--- src/lnfw_pkg.sv ---
`timescale 1ns / 1ps
// ---------------------------------------------------------------------------
// lnfw_pkg
// shared types, constants, microcode program and power-of-ten tables for the
// character lcd numeric field writer
// ---------------------------------------------------------------------------
package lnfw_pkg;

    localparam int MAX_DIGITS  = 5;
    localparam int CNT_W       = 3;
    localparam int PC_W        = 3;
    localparam int MAG_W       = 17;
    localparam int POW_W       = 14;
    localparam int RECIP_W     = 25;
    localparam int RECIP_SHIFT = 24;
    localparam int PROD_W      = MAG_W + RECIP_W;

    localparam logic [7:0] CMD_SET_DDRAM   = 8'h80;
    localparam logic [7:0] LINE_TWO_OFFSET = 8'h40;
    localparam logic [7:0] ASCII_ZERO      = 8'h30;
    localparam logic [7:0] CHAR_MINUS      = 8'h2D;
    localparam logic [7:0] CHAR_SPACE      = 8'h20;

    typedef struct packed {
        logic [15:0] value;
        logic [2:0]  width;
        logic        with_sign;
        logic        second_line;
        logic [5:0]  column;
    } t_in_word;

    typedef struct packed {
        logic       is_data;
        logic [7:0] bus_byte;
        logic       last;
    } t_out_word;

    typedef enum logic [2:0] {
        OP_NOP,
        OP_LOAD,
        OP_ADDR,
        OP_SIGN,
        OP_MUL,
        OP_QUOT,
        OP_DIGIT
    } t_op;

    typedef enum logic [2:0] {
        J_NEXT,
        J_ALWAYS,
        J_NO_SIGN,
        J_NO_DIGITS,
        J_MORE_DIGITS
    } t_jmp;

    typedef struct packed {
        t_op              op;
        logic             emit;
        t_jmp             jmp;
        logic [PC_W-1:0]  target;
    } t_ctrl;

    typedef struct packed {
        logic with_sign;
        logic no_digits;
        logic last_digit;
        logic emit_ready;
    } t_stat;

    // microcode program
    function automatic t_ctrl f_ucode(input logic [PC_W-1:0] pc);
        t_ctrl c;
        c = '{op: OP_NOP, emit: 1'b0, jmp: J_ALWAYS, target: PC_W'(0)};
        case (pc)
            PC_W'(0): c = '{op: OP_LOAD,  emit: 1'b0, jmp: J_NEXT,        target: PC_W'(0)};
            PC_W'(1): c = '{op: OP_ADDR,  emit: 1'b1, jmp: J_NO_SIGN,     target: PC_W'(3)};
            PC_W'(2): c = '{op: OP_SIGN,  emit: 1'b1, jmp: J_NEXT,        target: PC_W'(0)};
            PC_W'(3): c = '{op: OP_NOP,   emit: 1'b0, jmp: J_NO_DIGITS,   target: PC_W'(0)};
            PC_W'(4): c = '{op: OP_MUL,   emit: 1'b0, jmp: J_NEXT,        target: PC_W'(0)};
            PC_W'(5): c = '{op: OP_QUOT,  emit: 1'b0, jmp: J_NEXT,        target: PC_W'(0)};
            PC_W'(6): c = '{op: OP_DIGIT, emit: 1'b1, jmp: J_MORE_DIGITS, target: PC_W'(4)};
            default:  c = '{op: OP_NOP,   emit: 1'b0, jmp: J_ALWAYS,      target: PC_W'(0)};
        endcase
        return c;
    endfunction

    // place value of the digit with l positions left
    function automatic logic [POW_W-1:0] f_pow10(input logic [CNT_W-1:0] l);
        logic [POW_W-1:0] p;
        case (l)
            CNT_W'(1): p = POW_W'(1);
            CNT_W'(2): p = POW_W'(10);
            CNT_W'(3): p = POW_W'(100);
            CNT_W'(4): p = POW_W'(1000);
            CNT_W'(5): p = POW_W'(10000);
            default:   p = POW_W'(1);
        endcase
        return p;
    endfunction

    // floor(2^RECIP_SHIFT / place value)
    function automatic logic [RECIP_W-1:0] f_recip(input logic [CNT_W-1:0] l);
        logic [RECIP_W-1:0] r;
        case (l)
            CNT_W'(1): r = RECIP_W'(16777216);
            CNT_W'(2): r = RECIP_W'(1677721);
            CNT_W'(3): r = RECIP_W'(167772);
            CNT_W'(4): r = RECIP_W'(16777);
            CNT_W'(5): r = RECIP_W'(1677);
            default:   r = RECIP_W'(16777216);
        endcase
        return r;
    endfunction

endpackage

--- src/lnfw_sequencer.sv ---
`timescale 1ns / 1ps
// ---------------------------------------------------------------------------
// lnfw_sequencer
// step counter over the microcode program with conditional jumps
// ---------------------------------------------------------------------------
module lnfw_sequencer
    import lnfw_pkg::*;
(
    input  logic   i_clk,
    input  logic   i_rst_n,
    input  logic   i_in_valid,
    input  t_stat  i_stat,
    output t_ctrl  o_ctrl,
    output logic   o_fire
);

    logic [PC_W-1:0] r_pc;
    logic [PC_W-1:0] n_pc;
    t_ctrl           ctrl;
    logic            fire;
    logic            take;

    always_comb begin
        ctrl = f_ucode(r_pc);
        if (ctrl.op == OP_LOAD) begin
            fire = i_in_valid;
        end else if (ctrl.emit) begin
            fire = i_stat.emit_ready;
        end else begin
            fire = 1'b1;
        end
        case (ctrl.jmp)
            J_NEXT:        take = 1'b0;
            J_ALWAYS:      take = 1'b1;
            J_NO_SIGN:     take = ~i_stat.with_sign;
            J_NO_DIGITS:   take = i_stat.no_digits;
            J_MORE_DIGITS: take = ~i_stat.last_digit;
            default:       take = 1'b1;
        endcase
        if (!fire) begin
            n_pc = r_pc;
        end else if (take) begin
            n_pc = ctrl.target;
        end else begin
            n_pc = r_pc + PC_W'(1);
        end
    end

    always_ff @(posedge i_clk) begin
        if (!i_rst_n) begin
            r_pc <= '0;
        end else begin
            r_pc <= n_pc;
        end
    end

    assign o_ctrl = ctrl;
    assign o_fire = fire;

endmodule

--- src/lnfw_datapath.sv ---
`timescale 1ns / 1ps
// ---------------------------------------------------------------------------
// lnfw_datapath
// field registers, reciprocal digit divider and output word register
// ---------------------------------------------------------------------------
module lnfw_datapath
    import lnfw_pkg::*;
(
    input  logic      i_clk,
    input  logic      i_rst_n,
    input  t_ctrl     i_ctrl,
    input  logic      i_fire,
    input  t_in_word  i_in_word,
    input  logic      i_out_stall,
    output t_stat     o_stat,
    output logic      o_out_valid,
    output t_out_word o_out_word
);

    logic [MAG_W-1:0]  r_mag;
    logic              r_neg;
    logic              r_vneg;
    logic [CNT_W-1:0]  r_cnt;
    logic              r_ws;
    logic              r_line;
    logic [5:0]        r_col;
    logic [PROD_W-1:0] r_prod;
    logic [MAG_W-1:0]  r_q;
    logic [MAG_W-1:0]  r_rem;
    logic              r_out_valid;
    t_out_word         r_out;

    logic [MAG_W-1:0]   in_v17;
    logic               in_neg;
    logic [POW_W-1:0]   pow;
    logic [MAG_W-1:0]   q_est;
    logic [MAG_W-1:0]   q_fix;
    logic [MAG_W-1:0]   rem_fix;
    logic               fix;
    logic               emit_ready;
    t_out_word          word;

    always_comb begin
        in_v17  = {i_in_word.value[15], i_in_word.value};
        in_neg  = i_in_word.value[15];
        pow     = f_pow10(r_cnt);
        q_est   = r_prod[RECIP_SHIFT +: MAG_W];
        fix     = r_rem >= MAG_W'(pow);
        q_fix   = fix ? r_q + MAG_W'(1) : r_q;
        rem_fix = fix ? r_rem - MAG_W'(pow) : r_rem;
        emit_ready = ~r_out_valid | ~i_out_stall;
        word.is_data  = 1'b1;
        word.bus_byte = '0;
        word.last     = 1'b0;
        case (i_ctrl.op)
            OP_ADDR: begin
                word.is_data  = 1'b0;
                word.bus_byte = CMD_SET_DDRAM + {2'b00, r_col}
                              + (r_line ? LINE_TWO_OFFSET : 8'h00);
                word.last     = ~r_ws & (r_cnt == '0);
            end
            OP_SIGN: begin
                word.bus_byte = r_vneg ? CHAR_MINUS : CHAR_SPACE;
                word.last     = r_cnt == '0;
            end
            OP_DIGIT: begin
                word.bus_byte = r_neg ? ASCII_ZERO - q_fix[7:0] : ASCII_ZERO + q_fix[7:0];
                word.last     = r_cnt == CNT_W'(1);
            end
            default: begin
                word.bus_byte = '0;
            end
        endcase
    end

    always_ff @(posedge i_clk) begin
        if (i_fire) begin
            case (i_ctrl.op)
                OP_LOAD: begin
                    r_mag  <= in_neg ? MAG_W'(0) - in_v17 : in_v17;
                    r_neg  <= in_neg & ~i_in_word.with_sign;
                    r_vneg <= in_neg;
                    r_cnt  <= (i_in_word.width > CNT_W'(MAX_DIGITS)) ?
                              CNT_W'(MAX_DIGITS) : i_in_word.width;
                    r_ws   <= i_in_word.with_sign;
                    r_line <= i_in_word.second_line;
                    r_col  <= i_in_word.column;
                end
                OP_MUL: begin
                    r_prod <= PROD_W'(r_mag) * PROD_W'(f_recip(r_cnt));
                end
                OP_QUOT: begin
                    r_q   <= q_est;
                    r_rem <= r_mag - MAG_W'(q_est * pow);
                end
                OP_DIGIT: begin
                    r_mag <= rem_fix;
                    r_cnt <= r_cnt - CNT_W'(1);
                end
                default: begin
                    r_q <= r_q;
                end
            endcase
        end
        if (i_fire && i_ctrl.emit) begin
            r_out <= word;
        end
        if (!i_rst_n) begin
            r_out_valid <= 1'b0;
        end else if (i_fire && i_ctrl.emit) begin
            r_out_valid <= 1'b1;
        end else if (!i_out_stall) begin
            r_out_valid <= 1'b0;
        end
    end

    assign o_stat.with_sign  = r_ws;
    assign o_stat.no_digits  = r_cnt == '0;
    assign o_stat.last_digit = r_cnt == CNT_W'(1);
    assign o_stat.emit_ready = emit_ready;
    assign o_out_valid       = r_out_valid;
    assign o_out_word        = r_out;

endmodule

--- src/lcd_numeric_field_writer_core.sv ---
`timescale 1ns / 1ps
// ---------------------------------------------------------------------------
// lcd_numeric_field_writer_core
// formats a signed 16-bit number into a set-address command and fixed-width
// sign and digit characters for a character lcd bus
//
//   channel  direction  handshake                word
//   in       input      i_in_valid / o_in_stall  t_in_word: value, width, flags, column
//   out      output     o_out_valid / i_out_stall t_out_word: is_data, bus_byte, last
//
// a field runs a load step, an address step, a sign step for the sign column
// and a digit check; each digit adds a multiply, quotient and digit step, and a
// field with digits adds one closing step, as set by the microcode program on
// the shared reciprocal multiplier and remainder unit
// one field is worked on at a time; the input is stalled until the program
// returns to its load step
// the output register holds a word while i_out_stall is high, and the
// program waits on an emit step until it can be written
// synchronous active-low reset clears the step counter and output valid
// ---------------------------------------------------------------------------
module lcd_numeric_field_writer_core
    import lnfw_pkg::*;
(
    input  logic      i_clk,
    input  logic      i_rst_n,
    input  logic      i_in_valid,
    output logic      o_in_stall,
    input  t_in_word  i_in_word,
    output logic      o_out_valid,
    input  logic      i_out_stall,
    output t_out_word o_out_word
);

    t_ctrl ctrl;
    t_stat stat;
    logic  fire;

    lnfw_sequencer u_seq (
        .i_clk      (i_clk),
        .i_rst_n    (i_rst_n),
        .i_in_valid (i_in_valid),
        .i_stat     (stat),
        .o_ctrl     (ctrl),
        .o_fire     (fire)
    );

    lnfw_datapath u_dp (
        .i_clk       (i_clk),
        .i_rst_n     (i_rst_n),
        .i_ctrl      (ctrl),
        .i_fire      (fire),
        .i_in_word   (i_in_word),
        .i_out_stall (i_out_stall),
        .o_stat      (stat),
        .o_out_valid (o_out_valid),
        .o_out_word  (o_out_word)
    );

    assign o_in_stall = ctrl.op != OP_LOAD;

endmodule

--- config.mk ---
export PLATFORM = sky130hd
export DESIGN_NAME = lcd_numeric_field_writer_core
export DESIGN_NICKNAME = d
export VERILOG_FILES = /design/src/lnfw_pkg.sv /design/src/lnfw_sequencer.sv /design/src/lnfw_datapath.sv /design/src/lcd_numeric_field_writer_core.sv
export SDC_FILE = /design/constraint.sdc
export NUM_CORES = 1
export LEC_CHECK = 0
export ABC_AREA = 0
export BUFFER_PORTS_ARGS = -buffer_cell sky130_fd_sc_hd__buf_2
export CAP_MARGIN = 15
export CORE_MARGIN = 8
export CORE_UTILIZATION = 65
export CTS_CLUSTER_SIZE = 40
export DETAILED_ROUTE_END_ITERATION = 8
export GPL_TIMING_DRIVEN = 0
export PLACE_DENSITY = 0.82
export RECOVER_POWER = 100
export SETUP_SLACK_MARGIN = 0.05
export SYNTH_ARGS = -nofsm -noshare
export SYNTH_HDL_FRONTEND = slang
export SYNTH_SLANG_ARGS = --single-unit
--- constraint.sdc ---
create_clock -name i_clk -period 13.8 [get_ports i_clk]
set_input_delay 2.07 -clock i_clk [delete_from_list [all_inputs] [get_ports i_clk]]
set_output_delay 2.07 -clock i_clk [all_outputs]
set_load 0.1 [all_outputs]
# Word level (Yosys, flattened, before mapping)
# Index checks and enable logic that the tools add are counted.
classes:
  bitwise_logic: 8
  shift: 0
  multipliers: 2
  order_cmp: 2
  muxes: 23
  div_mod_pow: 0
  add_sub_neg: 10
  reduce_logical: 9
  n_eq_ne: 22
op_table:
  columns: ["cell", "count"]
  rows:
  - ["25-bit one-hot mux with 4 select lines", 1]
  - ["10-bit one-hot mux with 7 select lines", 1]
  - ["14-bit one-hot mux with 4 select lines", 1]
  - ["25-bit 2-to-1 mux", 2]
  - ["17-bit by 25-bit multiplier with 41-bit output", 1]
  - ["17-bit 2-to-1 mux", 2]
  - ["17-bit one-hot mux with 2 select lines", 1]
  - ["3-bit == test (second input constant)", 9]
  - ["3-bit by 2-bit == test with 1-bit output (second input constant)", 8]
  - ["8-bit one-hot mux with 3 select lines", 1]
  - ["17-bit by 14-bit greater-or-equal comparator with 1-bit output", 1]
  - ["17-bit by 14-bit multiplier with 17-bit output", 1]
  - ["1-bit by 16-bit subtractor with 17-bit output (first input constant)", 1]
  - ["17-bit by 14-bit subtractor with 17-bit output", 1]
  - ["17-bit subtractor", 1]
  - ["8-bit 2-to-1 mux", 2]
  - ["3-bit by 1-bit == test with 1-bit output (second input constant)", 3]
  - ["3-bit zero test", 3]
  - ["6-bit by 8-bit adder with 8-bit output (first input constant)", 1]
  - ["8-bit by 1-bit adder with 8-bit output (second input constant)", 1]
  - ["8-bit by 6-bit adder with 8-bit output (first input constant)", 1]
  - ["8-bit adder", 1]
  - ["2-bit AND reduction", 4]
  - ["6-bit by 8-bit subtractor with 8-bit output (first input constant)", 1]
  - ["other kinds (17)", 27]
word_totals:
  reg_bits: 110
  out_inout_bits: 12
  mem_count: 0
  rom_bits: 0
  ram_bits: 0
  word_cells: 91
  input_bits: 31
  latch_bits: 0

# Depth between registers and ports, before layout
logic_depth:
  ltp_word: 7
  mapped_depth: 31

# Cells and area by module
# From an unflattened synthesis, not the netlist that was laid out.
unflattened:
  hier_cells: 2022
  hier_area_um2: 19169.6
modules_own_cells:
  columns: ["module", "n_inst", "area_each_um2", "cells_per_inst"]
  rows:
  - ["lnfw_datapath", 1, 18726.7, 1967]
  - ["lnfw_sequencer", 1, 434.2, 54]
  - ["lcd_numeric_field_writer_core", 1, 8.8, 1]

# Worst setup path after synthesis
# Ideal clock, no wire load.
synth_timing:
  path_kind: "reg2reg"
  start: "register u_dp.r_cnt[0]"
  end: "register u_dp.r_prod[36] (data pin)"
  path_buffers: 2
  setup_slack_ns: 6.714
  setup_ns: 0.267
  path_stages_with_launch: 29
  required_time_ns: 13.533
  arrival_ns: 6.819
  cell_sequence: "edfxtp_1 > inv_1 > ha_1 > nor2b_1 > clkbuf_1 > clkbuf_1 > nand2_1 > inv_1 > nor2_1 > inv_1 > fa_1 > fa_1 > fa_1 > inv_1 > fa_1 > fa_1 > fa_1 > inv_1 > ha_1 > a21o_1 > a21o_1 > a21oi_1 > nor2b_1 > or4_1 > o21ai_1 > a211oi_2 > or2_1 > a21o_1 > xor2_1"
synth_between:
  elab_chain_len: 5
  elab_cells_between_ends: 8
  cone_classes: "1 x mul; 4 x eq/ne; 3 x mux"
synth_lines:
  columns: ["item", "line_no", "text"]
  rows:
  - ["start: declaration", "lnfw_datapath.sv:23", "logic [CNT_W-1:0] r_cnt;"]
  - ["start signal: assignment", "lnfw_datapath.sv:83", "r_cnt <= (i_in_word.width > CNT_W'(MAX_DIGITS)) ?"]
  - ["start signal: assignment", "lnfw_datapath.sv:98", "r_cnt <= r_cnt - CNT_W'(1);"]
  - ["3-bit == test or 3-bit by 2-bit == test with 1-bit output (tied branches)", "lnfw_pkg.sv:104", "case (l)"]
  - ["25-bit one-hot mux with 4 select lines (*)", "lnfw_pkg.sv:104", null]
  - ["25-bit 2-to-1 mux (*)", "lnfw_datapath.sv:78", "case (i_ctrl.op)"]
  - ["25-bit 2-to-1 mux (*)", "lnfw_datapath.sv:77", "if (i_fire) begin"]
  - ["17-bit by 25-bit multiplier with 41-bit output (*)", "lnfw_datapath.sv:90", "r_prod <= PROD_W'(r_mag) * PROD_W'(f_recip(r_cnt));"]
  - ["end signal: assignment", "lnfw_datapath.sv:90", null]
  - ["end: declaration", "lnfw_datapath.sv:27", "logic [PROD_W-1:0] r_prod;"]
# Every way passes the cells marked *; elsewhere a longest branch is shown, timed or not. The select of a mux whose other input is x is not followed.
# A chain may end at the register's enable or synchronous reset.

# Worst setup path after layout
layout_timing:
  start: "register u_dp.r_cnt[0]"
  end: "register u_dp.r_prod[39] (data pin)"
# Same word-level chain as after synthesis.

==> flow_metrics.py <==
metrics = {
    "outcome": {
        "status": "finished, final reports clean",
    },
    "route": {
        "wl_per_cell_um": 20.4,
        "route.detailed.drc": 0,
        "drtIter0Drc": 1511,
        "drtPass1Iterations": 6,
        "ant_nets": 0,
        "routed_via_density": 5.80,
        "via_count": 14500,
        "routed_wl_um": 50700,
    },
    "synth": {
        "synth_common_cells": "inv_1, fa_1, ha_1",
        "ys_warn_count": 0,
        "syn_nets": 2658,
        "seq_area_frac_synth_pct": 13.2,
        "yosys_most_used_dff": "edfxtp_1",
        "yosys.cell_types.count": 82,
        "synthCells": 2041,
        "synth.area.top_cells": "fa_1, ha_1, edfxtp_1, inv_1, nand2_1",
        "syn_area_per_cell_um2": 9.42,
        "synth_edf_count": 82,
        "yosysMostFrequentCell": "inv_1",
        "netlist.area_leader.share_pct": 34.2,
        "async_flop_share_pct": 0,
        "synth_area_mm2": 0.0192,
        "synth-seq-cells": 86,
        "synth_area_leader_cell": "fa_1",
    },
    "timing": {
        "slew_headroom_pct": 21.6,
        "tns_ns": 0,
        "rsz0062_at_grt": "no",
        "max_freq_ghz": 0.106,
        "tightest_slew_ns": 1.18,
        "final_hold_viol_count": 0,
        "finalCritPeriodShare_pct": 68.3,
        "finalClockSkew_ns": 0.0183,
        "setup_viol": 0,
        "post-route-min-period_ns": 9.43,
        "drv_slew": 0,
    },
    "critical_path": {
        "crit_required_ns": 13.88,
        "end_kind": "flip-flop",
        "reg2reg_depth": 28,
        "reg2reg_setup_slack_ns": 4.37,
        "rr_endpoint": "u_dp.r_prod[39]$_DFFE_PP_",
        "cp-start-kind": "flip-flop",
        "crit_path_top_delay_cell": "clkbuf_1",
        "cpMostUsedCell": "fa_1",
        "slowest_delay_ns": 0.68,
        "cp_data_arrival_time_ns": 9.50,
        "cp_max_fo": 10,
        "timing.rr.start": "u_dp.r_cnt[0]$_DFFE_PP_",
        "crit_type": "reg -> reg",
    },
    "cts": {
        "cts_tree": "yes",
        "cts_root_buffer": "clkbuf_16",
        "cts_buffers": 9,
        "cts_sinks": 86,
        "insertion_delay_ns": 0.36,
        "post_cts_resized": 0,
        "path_clk_slew_ns": 0.07,
        "ctsHoldBuffers": 0,
        "cts_max_path_buffers": 2,
        "post_cts_buffers": 0,
        "cts_max_level": 3,
    },
    "layout": {
        "area_growth_pct": 4.68,
        "drive_above_1_share_pct": 3.47,
        "fill_cells": 2318,
        "multi_input_area_mm2": 0.0145,
        "ff_latch_area_mm2": 0.00254,
        "fin_nets": 2713,
        "utilization_pct": 68.4,
    },
    "flow_run": {
        "max-cap-violations": 0,
    },
    "floorplanning": {
        "die_h_um": 188,
        "start_util_pct": 65.4,
        "ios": 43,
        "num_rows": 63,
        "die_w_um": 188,
        "core-area_mm2": 0.0294,
        "die_area_mm2": 0.0353,
    },
    "global_routing": {
        "overflow": 0,
        "grt_pass1_wl_um": 82200,
        "grt_max_degree": 21,
        "grt_util_all_layers_pct": 29.7,
        "antenna_found_initial": 0,
        "grt_pass1_vias": 15600,
    },
    "place": {
        "port_buffers": 42,
        "gp_congestion": 0.954,
        "dp_hpwl_um": 43200,
    },
    "worst_hold_path": {
        "whs_path_depth": 2,
        "min_path_type": "reg -> reg",
        "hold_start": "u_seq.r_pc[0]$_SDFFE_PN0P_",
        "hold_path_end": "u_seq.r_pc[0]$_SDFFE_PN0P_",
    },
}
[layout by cell type (no fill, tap or decap), types with 5 or more instances in the layout]
master	n
nand3_1	15
a21oi_1	69
o31ai_1	12
o22ai_1	7
inv_1	513
xor2_1	29
o21ai_0	46
buf_2	27
fa_1	328
xnor2_1	59
and2_1	46
a21o_1	24
mux2i_1	7
nand3b_1	5
a31oi_1	12
nor3_1	27
edfxtp_1	82
and3_1	22
ha_1	258
clkbuf_1	65
nor2_1	115
nand2_1	144
nor2b_1	35
o21a_1	8
a211oi_1	15
clkbuf_16	9
or2_2	17
nand2b_1	8
[critical path, delay by kind of cell, from the launching register on]
family,cells,cell delay (ns)
compound gates,4,1.57
fa+ha+maj,8,3.51
buf+inv,7,1.85
flops,1,0.49
simple gates,9,1.71
[worst max-delay path by stage]
stage / from / cells after the start / end
after CTS: u_dp.r_cnt[0]$_DFFE_PP_ / 27 / u_dp.r_prod[39]$_DFFE_PP_
final: u_dp.r_cnt[0]$_DFFE_PP_ / 28 / u_dp.r_prod[39]$_DFFE_PP_
after global placement: u_dp.r_cnt[0]$_DFFE_PP_ / 26 / u_dp.r_prod[40]$_DFFE_PP_
after floorplan: u_dp.r_cnt[0]$_DFFE_PP_ / 28 / u_dp.r_prod[36]$_DFFE_PP_
after detailed placement: u_dp.r_cnt[0]$_DFFE_PP_ / 27 / u_dp.r_prod[39]$_DFFE_PP_
after global routing: u_dp.r_cnt[0]$_DFFE_PP_ / 27 / u_dp.r_prod[39]$_DFFE_PP_
[routing by layer]
layer  vias to the layer above  track usage, %  share of wire (%)
li1                       6517               -                  -
met2                       752            46.8                 45
met1                      7044            41.3                 42
met4                         0            8.42                3.0
met3                       137            6.04                 10
met5                         -               0                  0
[logic make-up after synthesis]
kind of cell | count (synthesis) | synth area share (%)
adders and majority gates | 586 | 51.0
and+or+nand+nor | 461 | 11.5
buffers and inverters | 565 | 11.0
AOI/OAI and AO/OA | 245 | 8.60
muxes | 8 | 0.443
DFF | 86 | 13.2
xor gates and xnor gates | 90 | 4.18
[cell type report]
cell class | count | share of cell area [%]
clock buffer | 10 | 1.14
sequential | 86 | 12.6
clock inverter | 6 | 0.236
tap | 390 | 2.43
inverter | 517 | 9.64
timing repair buffer | 44 | 0.983
multi-input combinational | 1390 | 72.0
antenna | 1 | 0.0124
buffer | 48 | 0.902
[registers in the layout, summed over array words and instances (netlist names)]
register          flops
u_dp.r_q              8
u_dp.r_mag           17
u_dp.r_vneg           1
u_dp.o_out_word      10
u_dp.o_out_valid      1
u_dp.r_line           1
u_dp.r_cnt            3
u_dp.r_col            6
u_dp.r_rem           17
u_dp.r_ws             1
u_dp.r_prod          17
u_dp.r_neg            1
u_seq.r_pc            3
[stage by stage]
stage / cell area, um2 / hold slack (ns) / instances / setup WS, ns
after global placement: 19900 / 0.528 / 2473 / 5.09
after global routing: 20100 / 0.586 / 2491 / 3.93
after floorplan: 19200 / 0.496 / 2041 / 6.71
final: 20100 / 0.553 / 2492 / 4.37
after detailed placement: 20000 / 0.535 / 2475 / 5.01
after CTS: 20200 / 0.550 / 2491 / 4.95
Power is not shown: default switching activity piles up to over one toggle a cycle in this logic, so the estimate is an artifact.
